### config.mk
export PLATFORM = sky130hd
export DESIGN_NAME = chkt_key_ram
export DESIGN_NICKNAME = d
export VERILOG_FILES = /design/src/rtl/core/chkt_pkg.sv /design/src/rtl/core/chkt_key_ram.sv
export SDC_FILE = /design/constraint.sdc
export NUM_CORES = 2
export LEC_CHECK = 0
export BUFFER_PORTS_ARGS = -buffer_cell sky130_fd_sc_hd__buf_2
export CORE_ASPECT_RATIO = 0.5
export CORE_MARGIN = 4
export CORE_UTILIZATION = 39
export DETAILED_ROUTE_END_ITERATION = 16
export SETUP_SLACK_MARGIN = 0.2
export SLEW_MARGIN = 15
export SYNTH_ARGS = -nofsm -noshare
export SYNTH_HDL_FRONTEND = slang
export SYNTH_SLANG_ARGS = --single-unit
### constraint.sdc
create_clock -name clk -period 29.7 [get_ports clk]
set_input_delay 5.94 -clock clk [delete_from_list [all_inputs] [get_ports clk]]
set_output_delay 5.94 -clock clk [all_outputs]
set_load 0.03 [all_outputs]
### src/rtl/core/chkt_pkg.sv
// Shared types, sizes and codes of the chained hash key table.
package chkt_pkg;

	localparam int BUCKETS          = 16;
	localparam int SLOTS_PER_BUCKET = 8;
	localparam int KEY_W            = 31;
	localparam int BUCKET_W         = $clog2(BUCKETS);
	localparam int SLOT_W           = $clog2(SLOTS_PER_BUCKET);
	localparam int MOD_W            = 5;
	localparam int CNT_W            = $clog2(KEY_W);
	localparam int OP_W             = 2;
	localparam int STATUS_W         = 2;
	localparam int S_TDATA_W        = 32;
	localparam int M_TDATA_W        = 8;

	localparam logic [MOD_W-1:0] BUCKET_COUNT_RESET = MOD_W'(BUCKETS);

	localparam logic [OP_W-1:0] OP_INSERT = 2'd0;
	localparam logic [OP_W-1:0] OP_SEARCH = 2'd1;
	localparam logic [OP_W-1:0] OP_DELETE = 2'd2;

	localparam logic [STATUS_W-1:0] ST_OK        = 2'd0;
	localparam logic [STATUS_W-1:0] ST_NOT_FOUND = 2'd1;
	localparam logic [STATUS_W-1:0] ST_FULL      = 2'd2;

	typedef logic [KEY_W-1:0] key_t;
	typedef logic [SLOTS_PER_BUCKET-1:0][KEY_W-1:0] key_row_t;
	typedef logic [SLOTS_PER_BUCKET-1:0] valid_row_t;

	typedef struct packed {
		logic                done;
		logic [BUCKET_W-1:0] rem;
	} mod_res_t;

endpackage

### src/rtl/core/chkt_key_ram.sv
// Key store: one row of slot keys per bucket, synchronous read with a registered output.
module chkt_key_ram (
	input  logic                          clk,
	input  logic                          wr_en,
	input  logic [chkt_pkg::BUCKET_W-1:0] wr_addr,
	input  chkt_pkg::key_row_t            wr_data,
	input  logic                          rd_en,
	input  logic [chkt_pkg::BUCKET_W-1:0] rd_addr,
	output chkt_pkg::key_row_t            rd_data
);
	import chkt_pkg::*;

	key_row_t mem [BUCKETS];

	always_ff @(posedge clk) begin
		if (wr_en) begin
			mem[wr_addr] <= wr_data;
		end
	end

	always_ff @(posedge clk) begin
		if (rd_en) begin
			rd_data <= mem[rd_addr];
		end
	end

endmodule

==> metrics.md <==
| Metric | Value |
|---|---|
| Fillers | `roughly 33000` |
| Clock slew at reported path FFs | `0.06 ns` |
| Crit-path max cell delay | `about 0.92 ns` |
| Worst-Margin Slew | `about 1.2 ns` |
| Post-synth top area cell | `edfxtp_1` |
| Clock latency on the worst-skew pair | `about 0.91 ns` |
| Worst hold margin | `around 0.73 ns` |
| Mapped Cells | `~6500` |
| WP data arrival | `around 10 ns` |
| Status | `complete, no violations` |
| Final Setup Violations | `0` |
| Syn_nets | `between 6000 and 7000` |
| Share of layout cells above drive strength 1 | `0.3023` |
| CTS H-Tree Depth | `5` |
| Setup_tns | `0 ns` |
| R2r setup slk | `between 20 and 30 ns` |
| Total leakage power | `around 56 nW` |
| Post-placement cell area | `165400 µm²` |
| Data required, critical path | `between 30 and 40 ns` |
| # Post-CTS Setup Buffers | `0` |
| Pin count of the biggest net entering global routing | `132` |
| Clk buf depth | `4` |
| Vias per cell | `roughly 5.6` |
| Warnings, synthesis | `0` |
| Routed wl met2 | `slightly below 200000 µm` |
| Total power draw | `between 10 and 15 mW` |
| Detailed Route WL | `392900 µm` |
| PostCTS Resize Cnt | `0` |
| Final hold vios | `0` |
| Number of synthesized register bits | `~4200` |
| IO Count | `507` |
| Root Driver | `clkbuf_16` |
| Critical path cell sequence | `buf_8 > buf_4 > buf_4 > buf_12 > buf_4 > mux4_2 > a22oi_1 > nand2_1` |
| Vias | `72010` |
| Global Route Usage Sum | `0.1872` |
| Starting DRT DRC Count | `a little over 8000` |
| Die area | `roughly 410000 µm²` |
| Max-Cap Viols | `0` |
| Critical setup path kind | `in2reg` |
| DRC | `0` |
| DR top layer | `met5` |
| RSZ-0062 raised after global routing | `no` |
| Drt pass-1 iters | `5` |
| # clock sinks | `around 4200` |
| Row count | `between 150 and 200` |
| Post-route ant nets | `0` |
| Critical Path Start Type | `input port` |
| Crit end category | `flop` |
| Netlist Area Pre-Place | `between 150000 and 200000 µm²` |
| Final critical-path required period | `~9.6 ns` |
| First-pass GRT wire length | `between 500000 and 600000 µm` |
| Met3 WL | `about 23000 µm` |
| GR Overflow Total | `0` |
| P&R area growth vs syn | `13.68%` |
| Port bufs | `just over 500` |
| Share of the synthesized area in the top cell type | `0.8095` |
| Hold_buf cts | `0` |
| Max FO, Critical Path | `~130` |
| Final Max Slew Viols | `0` |
| CTS tree | `yes` |
| Syn Area/Cell | `approximately 24 µm²` |
| Starting density of the core | `0.3916` |
| Routed length per placed instance | `just over 30 µm` |
| Num CTS Buffers | `388` |
| Die width | `~900 µm` |
| HP Class | `reg2reg` |
| Antenna violations before repair | `130` |
| PD cells | `69.15 nW/µm²` |
| Post-DP HPWL | `~200000 µm` |
| Fin crit share | `0.3237` |
| RePlAce Congestion | `0.7226` |
| Sequential area share after synthesis | `0.8095` |
| Crit-path slowest cell | `buf_4` |
| Synth area leaders | `edfxtp_1, mux4_2, a22oi_1` |
| WL met1 | `roughly 160000 µm` |
| # nets final | `between 7000 and 8000` |
| Number of global-route vias before repair | `approximately 74000` |
| Design area | `between 150000 and 200000 µm²` |
| Synth cell types | `25` |
| Core area | `between 300000 and 400000 µm²` |
| Fmax | `104.0 MHz` |
| Die extent in y | `approximately 460 µm` |
| Clock skew | `0.02940 ns` |
| Critical Path Most Common Cell | `buf_4` |
| Max_slew headroom | `0.1867` |
| Worst vdd ir | `~46 µV` |
## flip-flops by register name, summed over array words and instances (netlist names)
| signal | flops |
|---|---|
| mem | 3968 |
| rd_data | 248 |
## metrics by stage
step | std cells | util | setup slack [ns]
3_5_place_dp | 12090 | 0.4142 | 19.11
2_1_floorplan | 6471 | - | 5.399
4_1_cts | 12790 | 0.4449 | 20.12
3_3_place_gp | 12090 | 0.4142 | 19.18
6_report | 12840 | 0.4452 | 20.09
5_1_grt | 12820 | 0.4452 | 19.82
## area by class of cell
type                            count  area [µm²]  area share
Tap cell                         5312        6646     0.03738
Sequential cell                  4216      126600      0.7121
Clock inverter                    220        2107     0.01185
Multi-Input combinational cell   1907       28130      0.1582
Antenna cell                       48       120.1   0.0006756
Timing Repair Buffer              656        4035     0.02270
Clock buffer                      476       10150     0.05707
## cell families (layout without fill, tap and decap cells)
kind of cell	count (synthesis)	count (layout)	share of synthesized area
other cells	0	48	0
compound gates	527	527	0.02541
mux	1093	1093	0.1450
simple gates	287	287	0.008289
buf+inv	348	1352	0.01174
flops	4216	4216	0.8095
## critical path, delay by kind of cell
family	cells	cell delay, ns
multiplexers	1	0.41
AO/OA/AOI/OAI	1	0.25
buffers and inverters	5	3.10
AND/OR/NAND/NOR	1	0.10
## layer usage
layer  global-route usage  vias to the layer above
met3              0.02656                      684
met5                    0                        -
met2               0.3105                     2598
li1                     -                    29350
met1               0.2540                    39370
met4              0.06833                        8
## placed cells by master, fill, tap and decap left out, types with 2 or more instances in the layout
master      count
edfxtp_1     4216
mux4_2        926
buf_2         501
a22oi_1       420
clkbuf_16     393
nand2_1       184
buf_4         124
mux2_2        122
clkinv_1       87
clkbuf_1       83
clkinv_2       63
diode_2        48
mux2i_1        45
nor2b_1        41
o221ai_1       41
bufinv_16      37
o21ai_0        31
nand2b_1       28
buf_12         27
a221oi_1       25
nor2_4         15
o22a_1         10
inv_6           9
clkinvlp_4      9
clkinv_8        7
clkinv_4        6
nor2b_4         5
nor3_2          4
buf_8           3
nand3b_1        2
## path summary, 6_finish.rpt
check	start	cells past startpoint	end
max reg2reg	mem[3][51]	3	rd_data[51]
max	rd_addr[1]	8	rd_data[103]
min reg2reg	mem[14][242]	3	rd_data[242]
min	mem[14][242]	3	rd_data[242]
## cell usage after synthesis
library cell	number
clkbuf_2	2
edfxtp_1	4216
nor3_1	4
buf_6	23
o22a_1	10
o221ai_1	41
buf_1	25
nand2b_1	29
clkbuf_1	140
a221oi_1	25
or2_2	1
and2_1	3
a22oi_1	420
nor2b_1	47
nand3b_1	2
mux2i_1	45
nand2_1	184
o21ai_0	31
or3b_2	1
buf_2	95
buf_4	63
nand3_1	1
mux2_2	122
nor2_1	15
mux4_2	926
## report_power, final
| group | internal (mW) | switching [mW] |
|---|---|---|
| sequential | 6.70 | 0.0433 |
| combinational | 0.224 | 0.412 |
| clock | 2.75 | 2.16 |
No activity file was read; power rests on OpenSTA's default activity.
