<file path="src/rtl/core/chkt_pkg.sv">
// Shared types, sizes and codes of the chained hash key table.
package chkt_pkg;

	localparam int BUCKETS          = 16;
	localparam int SLOTS_PER_BUCKET = 8;
	localparam int KEY_W            = 31;
	localparam int BUCKET_W         = $clog2(BUCKETS);
	localparam int SLOT_W           = $clog2(SLOTS_PER_BUCKET);
	localparam int MOD_W            = 5;
	localparam int CNT_W            = $clog2(KEY_W);
	localparam int OP_W             = 2;
	localparam int STATUS_W         = 2;
	localparam int S_TDATA_W        = 32;
	localparam int M_TDATA_W        = 8;

	localparam logic [MOD_W-1:0] BUCKET_COUNT_RESET = MOD_W'(BUCKETS);

	localparam logic [OP_W-1:0] OP_INSERT = 2'd0;
	localparam logic [OP_W-1:0] OP_SEARCH = 2'd1;
	localparam logic [OP_W-1:0] OP_DELETE = 2'd2;

	localparam logic [STATUS_W-1:0] ST_OK        = 2'd0;
	localparam logic [STATUS_W-1:0] ST_NOT_FOUND = 2'd1;
	localparam logic [STATUS_W-1:0] ST_FULL      = 2'd2;

	typedef logic [KEY_W-1:0] key_t;
	typedef logic [SLOTS_PER_BUCKET-1:0][KEY_W-1:0] key_row_t;
	typedef logic [SLOTS_PER_BUCKET-1:0] valid_row_t;

	typedef struct packed {
		logic                done;
		logic [BUCKET_W-1:0] rem;
	} mod_res_t;

endpackage

</file>
<file path="src/rtl/core/chkt_mod_unit.sv">
// Bit-serial restoring remainder unit: key modulo the bucket count, one key bit per cycle.
module chkt_mod_unit (
	input  logic                    clk,
	input  logic                    arst_n,
	input  logic                    start,
	input  chkt_pkg::key_t          key,
	input  logic [chkt_pkg::MOD_W-1:0] modulus,
	output chkt_pkg::mod_res_t      res
);
	import chkt_pkg::*;

	logic                busy_q;
	logic                done_q;
	logic [CNT_W-1:0]    cnt_q;
	key_t                dividend_q;
	logic [MOD_W-1:0]    mod_q;
	logic [BUCKET_W-1:0] rem_q;
	logic [BUCKET_W:0]   shifted;
	logic [BUCKET_W-1:0] rem_next;

	// The partial remainder stays below the modulus, so one subtract per bit suffices.
	always_comb begin
		shifted = {rem_q, dividend_q[KEY_W-1]};
		if ({1'b0, shifted} >= {1'b0, mod_q}) begin
			rem_next = BUCKET_W'(shifted - (BUCKET_W+1)'(mod_q));
		end else begin
			rem_next = shifted[BUCKET_W-1:0];
		end
	end

	always_ff @(posedge clk or negedge arst_n) begin
		if (!arst_n) begin
			busy_q <= 1'b0;
			done_q <= 1'b0;
			cnt_q  <= '0;
		end else begin
			done_q <= 1'b0;
			if (start) begin
				busy_q <= 1'b1;
				cnt_q  <= CNT_W'(KEY_W - 1);
			end else if (busy_q) begin
				cnt_q <= cnt_q - CNT_W'(1);
				if (cnt_q == '0) begin
					busy_q <= 1'b0;
					done_q <= 1'b1;
				end
			end
		end
	end

	always_ff @(posedge clk) begin
		if (start) begin
			dividend_q <= key;
			mod_q      <= modulus;
			rem_q      <= '0;
		end else if (busy_q) begin
			dividend_q <= {dividend_q[KEY_W-2:0], 1'b0};
			rem_q      <= rem_next;
		end
	end

	assign res.done = done_q;
	assign res.rem  = rem_q;

endmodule

</file>
<file path="config.mk">
export PLATFORM = sky130hd
export DESIGN_NAME = chkt_mod_unit
export DESIGN_NICKNAME = d
export VERILOG_FILES = /design/src/rtl/core/chkt_pkg.sv /design/src/rtl/core/chkt_mod_unit.sv
export SDC_FILE = /design/constraint.sdc
export NUM_CORES = 1
export LEC_CHECK = 0
export ABC_CLOCK_PERIOD_IN_PS = 1850
export BUFFER_PORTS_ARGS = -buffer_cell sky130_fd_sc_hd__buf_2
export CELL_PAD_IN_SITES_DETAIL_PLACEMENT = 2
export CELL_PAD_IN_SITES_GLOBAL_PLACEMENT = 2
export CORE_MARGIN = 10
export CORE_UTILIZATION = 33
export DETAILED_ROUTE_END_ITERATION = 8
export MAX_ROUTING_LAYER = met4
export PLACE_DENSITY_LB_ADDON = 0.12
export RECOVER_POWER = 100
export SLEW_MARGIN = 20
export SYNTH_ARGS = -nofsm -noshare
export SYNTH_HDL_FRONTEND = slang
export SYNTH_SLANG_ARGS = --single-unit
</file>
<file path="constraint.sdc">
create_clock -name clk -period 1.85 [get_ports clk]
set_input_delay 0.185 -clock clk [delete_from_list [all_inputs] [get_ports clk]]
set_output_delay 0.185 -clock clk [all_outputs]
set_load 0.02 [all_outputs]
</file>
==> impl_summary.log, run 1 <==
[metrics] result of the run: complete, no violations
[metrics] count of different cell masters after synthesis: 35
[metrics] Area contributors post-synth: edfxtp_1, mux2_2, dfrtp_1
[metrics] buffer depth of the longest clock path: 2
[metrics] share of final-layout standard cells stronger than drive strength 1: 43.3%
[metrics] final worst setup slack: 0.0899 ns
[metrics] area enclosed by the die boundary: 10200 um^2
[metrics] starting density of the core: 34.0%
[metrics] total I/O pin count: 44
[metrics] final number of max-transition violations: 0
[metrics] type of the worst setup path: reg -> reg
[metrics] Max Fanout on Critical Path: 3
[metrics] most frequent cells in the layout: buf_2, edfxtp_1, mux2_2
[metrics] routed length per placed instance: 17.7 um
[metrics] HPWL Detailed: 3750 um
[metrics] Cell Chain, Critical Path: inv_1 -> ha_2 -> nand2b_4 -> a41o_1 -> or4_4 -> o311ai_2
[metrics] post-route cell area: 2620 um^2
[metrics] final routed wirelength across all metal layers: 4920 um
[metrics] Synthesis Warnings: 0
[metrics] post-synth top area share: 50.1%
[metrics] Worst setup startpoint: dividend_q[30]
[metrics] total number of clock tree sinks: 47
[metrics] maximum level of the CTS H-tree: 2
[metrics] maximum clock rate: 568 MHz
[metrics] final non-filler cell total: 278
[metrics] maximum single-stage delay on the critical path: 0.42 ns
[metrics] clock latency on the worst-skew pair: 0.30 ns
[metrics] residual DRC count: 0
[metrics] worst setup timing slack at the placement stage: -0.0125 ns
[metrics] worst slew margin relative to its limit: 27.4%
[metrics] Worst Setup End Kind: register
[metrics] most common cell after layout, fill and taps aside: buf_2
[metrics] shortest clock period the worst path allows after layout: 1.76 ns
[metrics] clock tree root driver cell: clkbuf_8
[metrics] Syn Std Cell Area: 2160 um^2
[metrics] total core area: 6350 um^2
[metrics] sequential area share after synthesis: 61.9%
[metrics] post-placement cell area: 2470 um^2
[metrics] IR drop worst, VDD: 0.466 mV
[metrics] number of antenna violations at the first check in global routing: 0
[metrics] startpoint class of the critical path: register
[metrics] post-route clock skew: 0.00691 ns
[metrics] First DRT Iteration DRCs: 53
[metrics] final weighted congestion in routability-driven placement: 0.743
[metrics] class of the tightest hold or removal check: in -> reg
[metrics] vias per std cell: 4.83
[metrics] total power per unit cell area: 993 nW/um^2
[metrics] final hold violations: 0
[metrics] Die H: 101 um
[metrics] Yosys reg bits: 47
[metrics] global-route total usage across every layer: 10.2%
[metrics] clock tree from TritonCTS: yes
[metrics] number of instances in the synthesized netlist: 151
[metrics] number of cells on the worst reg-to-reg path: 6
[metrics] post-detailed-route count of antenna-violating nets: 0
[metrics] required time worst endpoint: 2.05 ns
[metrics] Mapped Nets: 197
[metrics] reg-to-reg critical path endpoint: rem_q[2]
[metrics] post-synthesis cell type with the largest combined area: edfxtp_1
[metrics] Most used DFF post-synth: edfxtp_1
[metrics] number of iterations in the first detailed-routing pass: 4
[metrics] final worst path period share: 95.1%
[metrics] Worst Hold Path EP: mod_q[2]
[metrics] multi-input gate area in the final layout: 805 um^2
[metrics] Slowest-stage cell, CP: or4_4
[metrics] Leakage Power: 1.03 nW
[metrics] final setup violating endpoints: 0
[metrics] maximum number of pins on one net before global-route repair: 32
[metrics] hold wc startpoint: modulus[2]
[metrics] worst flop-to-flop path startpoint: dividend_q[30]
[metrics] Port Buffers: 43
[metrics] Min-Delay Path Depth: 1
[metrics] Worst-Margin Slew: 1.09 ns
[metrics] count of flip-flops with a built-in enable after synthesis: 36
[metrics] total power consumption of the routed design: 2.60 mW
[metrics] vias in the first global route: 1534
[metrics] diode insertion count for antenna repair: 0
[metrics] clock transition at the registers of the reported paths: 0.08 ns
[metrics] CP arrival: 1.96 ns
[metrics] area grow syn2layout: 21.1%
[metrics] filler cell count: 639
[metrics] Avg Cell Area, Syn: 14.3 um^2
[metrics] total CTS buffers: 5
[metrics] share of flip-flops with an asynchronous set or reset after synthesis: 14.9%
[metrics] worst-case register-to-register setup slack: 0.09 ns
[metrics] final core area utilization: 41.2%
[metrics] wire length of the first global-routing pass: 7850 um
[metrics] horizontal extent of the die: 101 um
[metrics] Max Cap Viol: 0
[metrics] combined flip-flop and latch cell area: 1340 um^2
[metrics] number of cells in the design after placement: 268
[metrics] Cell Rows: 29
[metrics] Vias: 1344
[metrics] total number of nets in the final design: 246
[metrics] total grt overflow: 0
critical path: cells and delay by family (launching register included):
family,cells,cell delay [ns]
buf+inv,1,0.07
fa+ha+maj,1,0.27
flops,1,0.39
simple gates,2,0.57
compound gates,2,0.36
per-layer routing:
metal  wire [um]  share of wire, %  track usage [%]  vias up
li1            -                 -                -      647
met2        2700                55             17.7       26
met3         196               4.0             3.16        8
met5           0                 0                -        -
met1        1930                39             10.5      663
met4          91               1.9             4.07        0
where the power goes:
group          total, mW  internal, mW  switching [mW]
clock              0.742         0.405           0.337
sequential          1.33          1.26          0.0638
combinational      0.531         0.259           0.271
total               2.60          1.93           0.672
area by class of cell:
type | count | share of cell area, %
multi-input cells | 89 | 30.8
flip-flops and latches | 47 | 51.1
clock inverters | 1 | 1.15
well taps | 77 | 3.68
inverters | 8 | 1.15
repair buffers | 49 | 9.23
clock buffers | 7 | 2.92
cells by family after synthesis:
logic type	synth area share [%]
adder cells (fa/ha/maj)	4.40
AND/OR/NAND/NOR	7.76
multiplexers	15.6
flip-flops	61.9
XOR/XNOR	2.43
AO/OA/AOI/OAI	4.93
buffers and inverters	2.95
sequential cells by signal, indices dropped and copies added (netlist names):
register and flops:
done_q 1, dividend_q 31, mod_q 5, rem_q 4
cnt_q 5, busy_q 1
synthesized netlist by cell type, drive strengths merged (2+ instances only):
master,number
clkbuf,2
nor3b,2
buf,5
nand2b,6
nand3,2
inv,8
a311oi,2
nor2,5
a21o,2
and2,2
dfrtp,7
nor3,2
dfxtp,4
o21ai,4
mux2,30
edfxtp,36
xnor2,5
nand2,8
ha,6
worst max path at each step:
stage | cells after the start | to
floorplan | 5 | rem_q[2]
global placement | 6 | rem_q[2]
detailed placement | 6 | rem_q[2]
CTS | 6 | rem_q[2]
global route | 6 | rem_q[1]
finish | 6 | rem_q[2]
timing repair:
action | in CTS | in global routing
buffers inserted | 1 | 0
hold buffers | 1 | 0
hold endpoints to repair | 7 | 0
gates resized for setup | 1 | 8
endpoints found under the setup margin | 3 | 3
pin swaps | 0 | 3
through the flow:
stage          hold WS [ns]   TNS (ns)
3_3_place_gp         0.0228          0
2_1_floorplan        -0.111          0
6_report             0.0610          0
5_1_grt              0.0470  -0.000452
4_1_cts              0.0527          0
3_5_place_dp         0.0284    -0.0125
Power figures use the tool's default switching activity.
==> run 2, diff against run 1 <==
ABC_CLOCK_PERIOD_IN_PS = 1970   (was 1850)
CORE_ASPECT_RATIO = 0.8   (was default)
CORE_UTILIZATION = 37   (was 33)
clock period = 1.97 ns   (was 1.85 ns; I/O delays follow)
==> impl_summary.log, run 2 (synthesis gave the netlist of run 1 again) <==
[metrics] final routed wirelength across all metal layers: 4940 um (+0.53%)
[metrics] net switching component of the power: 0.633 mW (-5.9%)
[metrics] required time worst endpoint: 2.18 ns (+0.13 ns)
[metrics] total number of clock tree sinks: 47 (unchanged)
[metrics] share of final-layout standard cells stronger than drive strength 1: 41.1% (-2.2 points)
[metrics] vias in the first global route: 1530 (-0.26%)
[metrics] number of antenna violations at the first check in global routing: 0 (unchanged)
[metrics] type of the worst setup path: reg -> reg
[metrics] final worst path period share: 95.1% (about the same)
[metrics] wire length the detailed router placed on met1: 2100 um (+9.1%)
[metrics] Cell Rows: 24 (-17%)
[metrics] total power per unit cell area: 934 nW/um^2 (-6.0%)
[metrics] area grow syn2layout: 20.1%
[metrics] maximum number of pins on one net before global-route repair: 27 (-16%)
[metrics] top metal layer carrying routed signals: met4
[metrics] routed length per placed instance: 17.7 um (-0.19%)
[metrics] clock transition at the registers of the reported paths: 0.08 ns (about the same)
[metrics] met3 wire length: 178 um (-9.2%)
[metrics] final weighted congestion in routability-driven placement: 0.821 (+10%)
[metrics] Internal Dissipation: 1.79 mW (-7.1%)
[metrics] post-route cell area: 2590 um^2 (-0.86%)
[metrics] IR drop worst, VDD: 0.414 mV (-11%)
[metrics] final non-filler cell total: 280 (+0.72%)
[metrics] Vias: 1369 (+1.9%)
[metrics] total number of nets in the final design: 247 (+0.41%)
[metrics] class of the tightest hold or removal check: in -> reg
[metrics] diode insertion count for antenna repair: 0 (unchanged)
[metrics] largest register by flop count: dividend_q
[metrics] logic gate share of total power: 19.6% (-0.8 points)
[metrics] clock tree root driver cell: clkbuf_8
[metrics] post-placement cell area: 2480 um^2 (+0.61%)
[metrics] clock group share of total power: 29.1% (+0.5 points)
[metrics] Largest register FFs: 31 (unchanged)
[metrics] area enclosed by the die boundary: 9310 um^2 (-8.5%)
[metrics] HPWL Detailed: 3800 um (+1.3%)
[metrics] Worst-Margin Slew: 1.31 ns (+0.223 ns)
[metrics] number of iterations in the first detailed-routing pass: 3 (-1)
[metrics] starting density of the core: 38.9% (+4.9 points)
[metrics] post-detailed-route count of antenna-violating nets: 0 (unchanged)
[metrics] total grt overflow: 0 (unchanged)
[metrics] residual DRC count: 0 (unchanged)
[metrics] most frequent cells in the layout: edfxtp_1, buf_2, mux2_2
[metrics] vias per std cell: 4.89 (+1.1%)
[metrics] buffer depth of the longest clock path: 2 (unchanged)
[metrics] clock tree from TritonCTS: yes
[metrics] global-route total usage across every layer: 11.3% (+1.1 points)
[metrics] worst slew margin relative to its limit: 12.6% (-15 points)
[metrics] maximum clock rate: 534 MHz (-6.0%)
[metrics] result of the run: complete, no violations
[metrics] final core area utilization: 46.7% (+5.5 points)
[metrics] horizontal extent of the die: 105 um (+4.5%)
[metrics] Die H: 88.3 um (-12%)
[metrics] Max Cap Viol: 0 (unchanged)
[metrics] CP arrival: 2.08 ns (+0.12 ns)
[metrics] final setup violating endpoints: 0 (unchanged)
[metrics] final number of max-transition violations: 0 (unchanged)
[metrics] register share of total power: 51.3% (+0.3 points)
[metrics] largest registers: dividend_q (31), cnt_q (5), mod_q (5)
[metrics] post-route clock skew: 0.00766 ns (+0.000745 ns)
[metrics] Max Fanout on Critical Path: 3 (unchanged)
[metrics] total I/O pin count: 44 (unchanged)
[metrics] maximum level of the CTS H-tree: 2 (unchanged)
[metrics] clock latency on the worst-skew pair: 0.31 ns (about the same)
[metrics] total core area: 5560 um^2 (-13%)
[metrics] final hold violations: 0 (unchanged)
[metrics] First DRT Iteration DRCs: 39 (-26%)
[metrics] Sw Share: 26.1% (+0.25 points)
[metrics] Leakage Power: 1.02 nW (-0.34%)
[metrics] Met2 Wirelength: 2600 um (-3.8%)
[metrics] number of cells in the design after placement: 271 (+1.1%)
[metrics] shortest clock period the worst path allows after layout: 1.87 ns (+0.112 ns)
[metrics] Port Buffers: 43 (unchanged)
[metrics] wire length of the first global-routing pass: 8020 um (+2.1%)
[metrics] total CTS buffers: 5 (unchanged)
[metrics] Sum Neg Setup Slack: 0 ns (unchanged)
[metrics] startpoint class of the critical path: register
[metrics] Worst Setup End Kind: register
[metrics] RSZ-0062 raised after global routing: no
-- run 2: repair_timing --
item / CTS / global route
hold endpoints to repair: 7 / 0
hold buffers: 1 / 0
gates resized for setup: 0 / 5
setup endpoints to repair: 0 / 3
setup buffers: 0 / 0
-- run 2: path summary, 6_finish.rpt --
| kind | start | endpoint | slack, ns | cells after the start |
|---|---|---|---|---|
| max | dividend_q[30] | rem_q[2] | 0.1 | 6 |
| min | modulus[2] | mod_q[2] | 0.07 | 1 |
| max reg2reg | dividend_q[30] | rem_q[2] | 0.1 | 6 |
| min reg2reg | cnt_q[4] | cnt_q[4] | 0.55 | 2 |
| max in group asynchronous | arst_n | cnt_q[4] | 1.40 | 2 |
| min in group asynchronous | arst_n | cnt_q[3] | 0.30 | 2 |
-- run 2: layout make-up --
cell class,instances,area (um^2)
fill,549,2960
inverter,8,30.0
sequential,47,1340
clock buffer,7,76.3
clock inverter,1,30.0
tap,78,97.6
timing repair buffer,50,246
multi-input combinational,89,777
-- run 2: per-stage QoR --
stage / power [mW] / setup slack, ns / hold slack (ns)
6_report: 2.42 / 0.0974 / 0.0682
5_1_grt: 2.56 / 0.00428 / 0.0557
4_1_cts: 2.45 / 0.0589 / 0.0587
3_5_place_dp: 1.73 / 0.0709 / 0.0369
3_3_place_gp: 1.70 / 0.187 / 0.0361
2_1_floorplan: 1.56 / 0.112 / -0.0986
-- run 2: layer usage --
layer | GRT usage (%) | vias to the layer above
met1 | 12.9 | 681
met3 | 2.69 | 7
met2 | 19.1 | 27
met4 | 4.10 | 0
met5 | - | -
li1 | - | 654
-- run 2: worst max-delay path, stage by stage (launching register included) --
cell and delay, ns:
edfxtp_1 0.41, inv_1 0.08, ha_1 0.23, nand2b_1 0.18
a41o_1 0.27, or4_4 0.51, o311ai_1 0.10
-- run 2: power groups by stage --
| stage | Clock [mW] | Combinational, mW | Sequential (mW) |
|---|---|---|---|
| floorplan | 0 | 0.285 | 1.28 |
| global placement | 0 | 0.444 | 1.25 |
| detailed placement | 0 | 0.468 | 1.27 |
| CTS | 0.730 | 0.475 | 1.24 |
| global route | 0.767 | 0.530 | 1.26 |
| finish | 0.705 | 0.474 | 1.24 |
==> run 3, diff against run 2 <==
GPL_TIMING_DRIVEN = 0   (was default)
==> impl_summary.log, run 3 (synthesis gave the netlist of run 1 again) <==
[metrics] RSZ-0062 raised after global routing: no
[metrics] Worst-Margin Slew: 0.583 ns (-0.728 ns)
[metrics] Vias: 1330 (-2.8%)
[metrics] class of the tightest hold or removal check: in -> reg
[metrics] type of the worst setup path: reg -> reg
[metrics] routed length per placed instance: 17.5 um (-0.62%)
[metrics] total core area: 5560 um^2 (unchanged)
[metrics] Met2 Wirelength: 2520 um (-2.9%)
[metrics] shortest clock period the worst path allows after layout: 1.87 ns (-0.00292 ns)
[metrics] Sum Neg Setup Slack: 0 ns (unchanged)
[metrics] Top delay family on crit path: simple AND/OR/NAND/NOR gates
[metrics] maximum level of the CTS H-tree: 2 (unchanged)
[metrics] Slowest-stage cell, CP: or4_1
[metrics] Cell Rows: 24 (unchanged)
[metrics] wire length of the first global-routing pass: 8040 um (+0.26%)
[metrics] worst slew margin relative to its limit: 61.1% (+49 points)
[metrics] met3 wire length: 177 um (-0.56%)
[metrics] clock tree root driver cell: clkbuf_8
[metrics] final weighted congestion in routability-driven placement: 0.789 (-3.9%)
[metrics] Worst Hold Path EP: mod_q[0]
[metrics] result of the run: complete, no violations
[metrics] number of iterations in the first detailed-routing pass: 4 (+1)
[metrics] maximum single-stage delay on the critical path: 0.51 ns (about the same)
[metrics] buffer depth of the longest clock path: 2 (unchanged)
[metrics] Leakage Power: 1.03 nW (+0.59%)
[metrics] largest registers: dividend_q (31), cnt_q (5), mod_q (5)
[metrics] starting density of the core: 38.9% (unchanged)
[metrics] vias in the first global route: 1511 (-1.2%)
[metrics] worst flop-to-flop path startpoint: mod_q[1]
[metrics] share of final-layout standard cells stronger than drive strength 1: 37.9% (-3.2 points)
[metrics] number of cells on the worst reg-to-reg path: 6 (unchanged)
[metrics] clock transition at the registers of the reported paths: 0.08 ns (about the same)
[metrics] global-route total usage across every layer: 11.3% (-0.026 points)
[metrics] final number of max-transition violations: 0 (unchanged)
[metrics] Crit path buffers/inverters: 1 (unchanged)
[metrics] post-route clock skew: 0.00614 ns (-0.00152 ns)
[metrics] total number of nets in the final design: 248 (+0.40%)
[metrics] most common cell after layout, fill and taps aside: buf_2
[metrics] total power per unit cell area: 919 nW/um^2 (-1.6%)
[metrics] Max Cap Viol: 0 (unchanged)
[metrics] Port Buffers: 43 (unchanged)
[metrics] horizontal extent of the die: 105 um (unchanged)
[metrics] top metal layer carrying routed signals: met4
[metrics] Max Fanout on Critical Path: 3 (unchanged)
[metrics] First DRT Iteration DRCs: 42 (+7.7%)
[metrics] wire length the detailed router placed on met1: 2200 um (+4.5%)
[metrics] final worst path period share: 94.9% (-0.15 points)
[metrics] final core area utilization: 46.6% (-0.090 points)
[metrics] final routed wirelength across all metal layers: 4930 um (-0.26%)
[metrics] post-detailed-route count of antenna-violating nets: 0 (unchanged)
[metrics] vias per std cell: 4.73 (-3.2%)
[metrics] final setup violating endpoints: 0 (unchanged)
[metrics] number of antenna violations at the first check in global routing: 0 (unchanged)
[metrics] residual DRC count: 0 (unchanged)
[metrics] Die H: 88.3 um (unchanged)
[metrics] startpoint class of the critical path: register
[metrics] CP arrival: 2.07 ns (about the same)
[metrics] diode insertion count for antenna repair: 0 (unchanged)
[metrics] total number of clock tree sinks: 47 (unchanged)
[metrics] total grt overflow: 0 (unchanged)
[metrics] Cell Chain, Critical Path: inv_1 -> ha_1 -> and2_4 -> a41o_1 -> or4_1 -> o311ai_1
[metrics] IR drop worst, VDD: 0.410 mV (-1.0%)
[metrics] total CTS buffers: 5 (unchanged)
[metrics] maximum clock rate: 535 MHz (+0.16%)
[metrics] maximum number of pins on one net before global-route repair: 32 (+19%)
[metrics] hold wc startpoint: modulus[0]
[metrics] final hold violations: 0 (unchanged)
[metrics] area grow syn2layout: 19.9%
[metrics] worst-case register-to-register setup slack: 0.10 ns (about the same)
[metrics] total I/O pin count: 44 (unchanged)
[metrics] filler cell count: 556 (+1.3%)
[metrics] area enclosed by the die boundary: 9310 um^2 (unchanged)
[metrics] reg-to-reg critical path endpoint: rem_q[2]
[metrics] largest register by flop count: dividend_q
[metrics] Min-Delay Path Depth: 1 (unchanged)
[metrics] clock latency on the worst-skew pair: 0.30 ns (about the same)
[metrics] HPWL Detailed: 3780 um (-0.56%)
[metrics] most frequent cells in the layout: buf_2, edfxtp_1, mux2_2
[metrics] clock tree from TritonCTS: yes
[metrics] required time worst endpoint: 2.17 ns (about the same)
[metrics] Worst Setup End Kind: register
[metrics] Largest register FFs: 31 (unchanged)
==> run 3: metal layers <==
metal	global-route usage [%]	up-vias
met1	13.0	648
li1	-	652
met2	19.0	27
met4	3.36	0
met3	3.12	3
met5	-	-
==> run 3: worst max path at each step <==
stage	startpoint	end	slack (ns)	depth (start not counted)
5_1_grt	mod_q[1]	rem_q[1]	0.01	6
3_3_place_gp	start	dividend_q[7]	-0.001	4
3_5_place_dp	start	dividend_q[8]	-0.1	4
6_report	mod_q[1]	rem_q[2]	0.10	6
2_1_floorplan	rem_q[0]	rem_q[2]	0.11	5
4_1_cts	dividend_q[30]	rem_q[1]	0.07	6
==> run 3: where the power goes <==
part | switching (mW) | total (mW) | leakage [nW] | internal, mW
Combinational | 0.232 | 0.448 | 0.490 | 0.216
Sequential | 0.0623 | 1.25 | 0.485 | 1.18
Clock | 0.313 | 0.684 | 0.0556 | 0.372
Total | 0.607 | 2.38 | 1.03 | 1.77
==> run 3: repair_timing <==
action / 4_1_cts / 5_1_grt
endpoints found under the hold margin: 7 / 0
setup endpoints to repair: 1 / 2
resized for setup: 1 / 2
hold buffers: 1 / 0
setup buffers: 0 / 0
pin swaps: 0 / 1
==> run 3: worst register-to-register path: cells and delay by family, from the launching register on <==
kind                       cells  cell delay [ns]
adders and majority gates      1             0.26
buffers and inverters          1             0.12
AOI/OAI and AO/OA              2             0.36
and+or+nand+nor                2             0.68
DFF                            1             0.37
==> run 3: cell type report <==
class                           count  area, um^2  share of cell area [%]
Timing Repair Buffer               44         216                    8.36
Clock inverter                      3        38.8                    1.50
Sequential cell                    47        1340                    51.6
Clock buffer                        5        68.8                    2.66
Buffer                              7        31.3                    1.21
Inverter                            8        30.0                    1.16
Multi-Input combinational cell     89         769                    29.7
Tap cell                           78        97.6                    3.77
==> run 3: metrics by stage <==
stage	power [mW]	instance area, um^2	setup slack [ns]	hold WS, ns	std cells
5_1_grt	2.51	2590	0.0105	0.0656	281
3_3_place_gp	1.68	2470	-0.00117	0.0312	272
3_5_place_dp	1.72	2470	-0.0980	0.0406	272
2_1_floorplan	1.56	2160	0.112	-0.0986	151
6_report	2.38	2590	0.100	0.0758	281
4_1_cts	2.42	2590	0.0742	0.0621	281
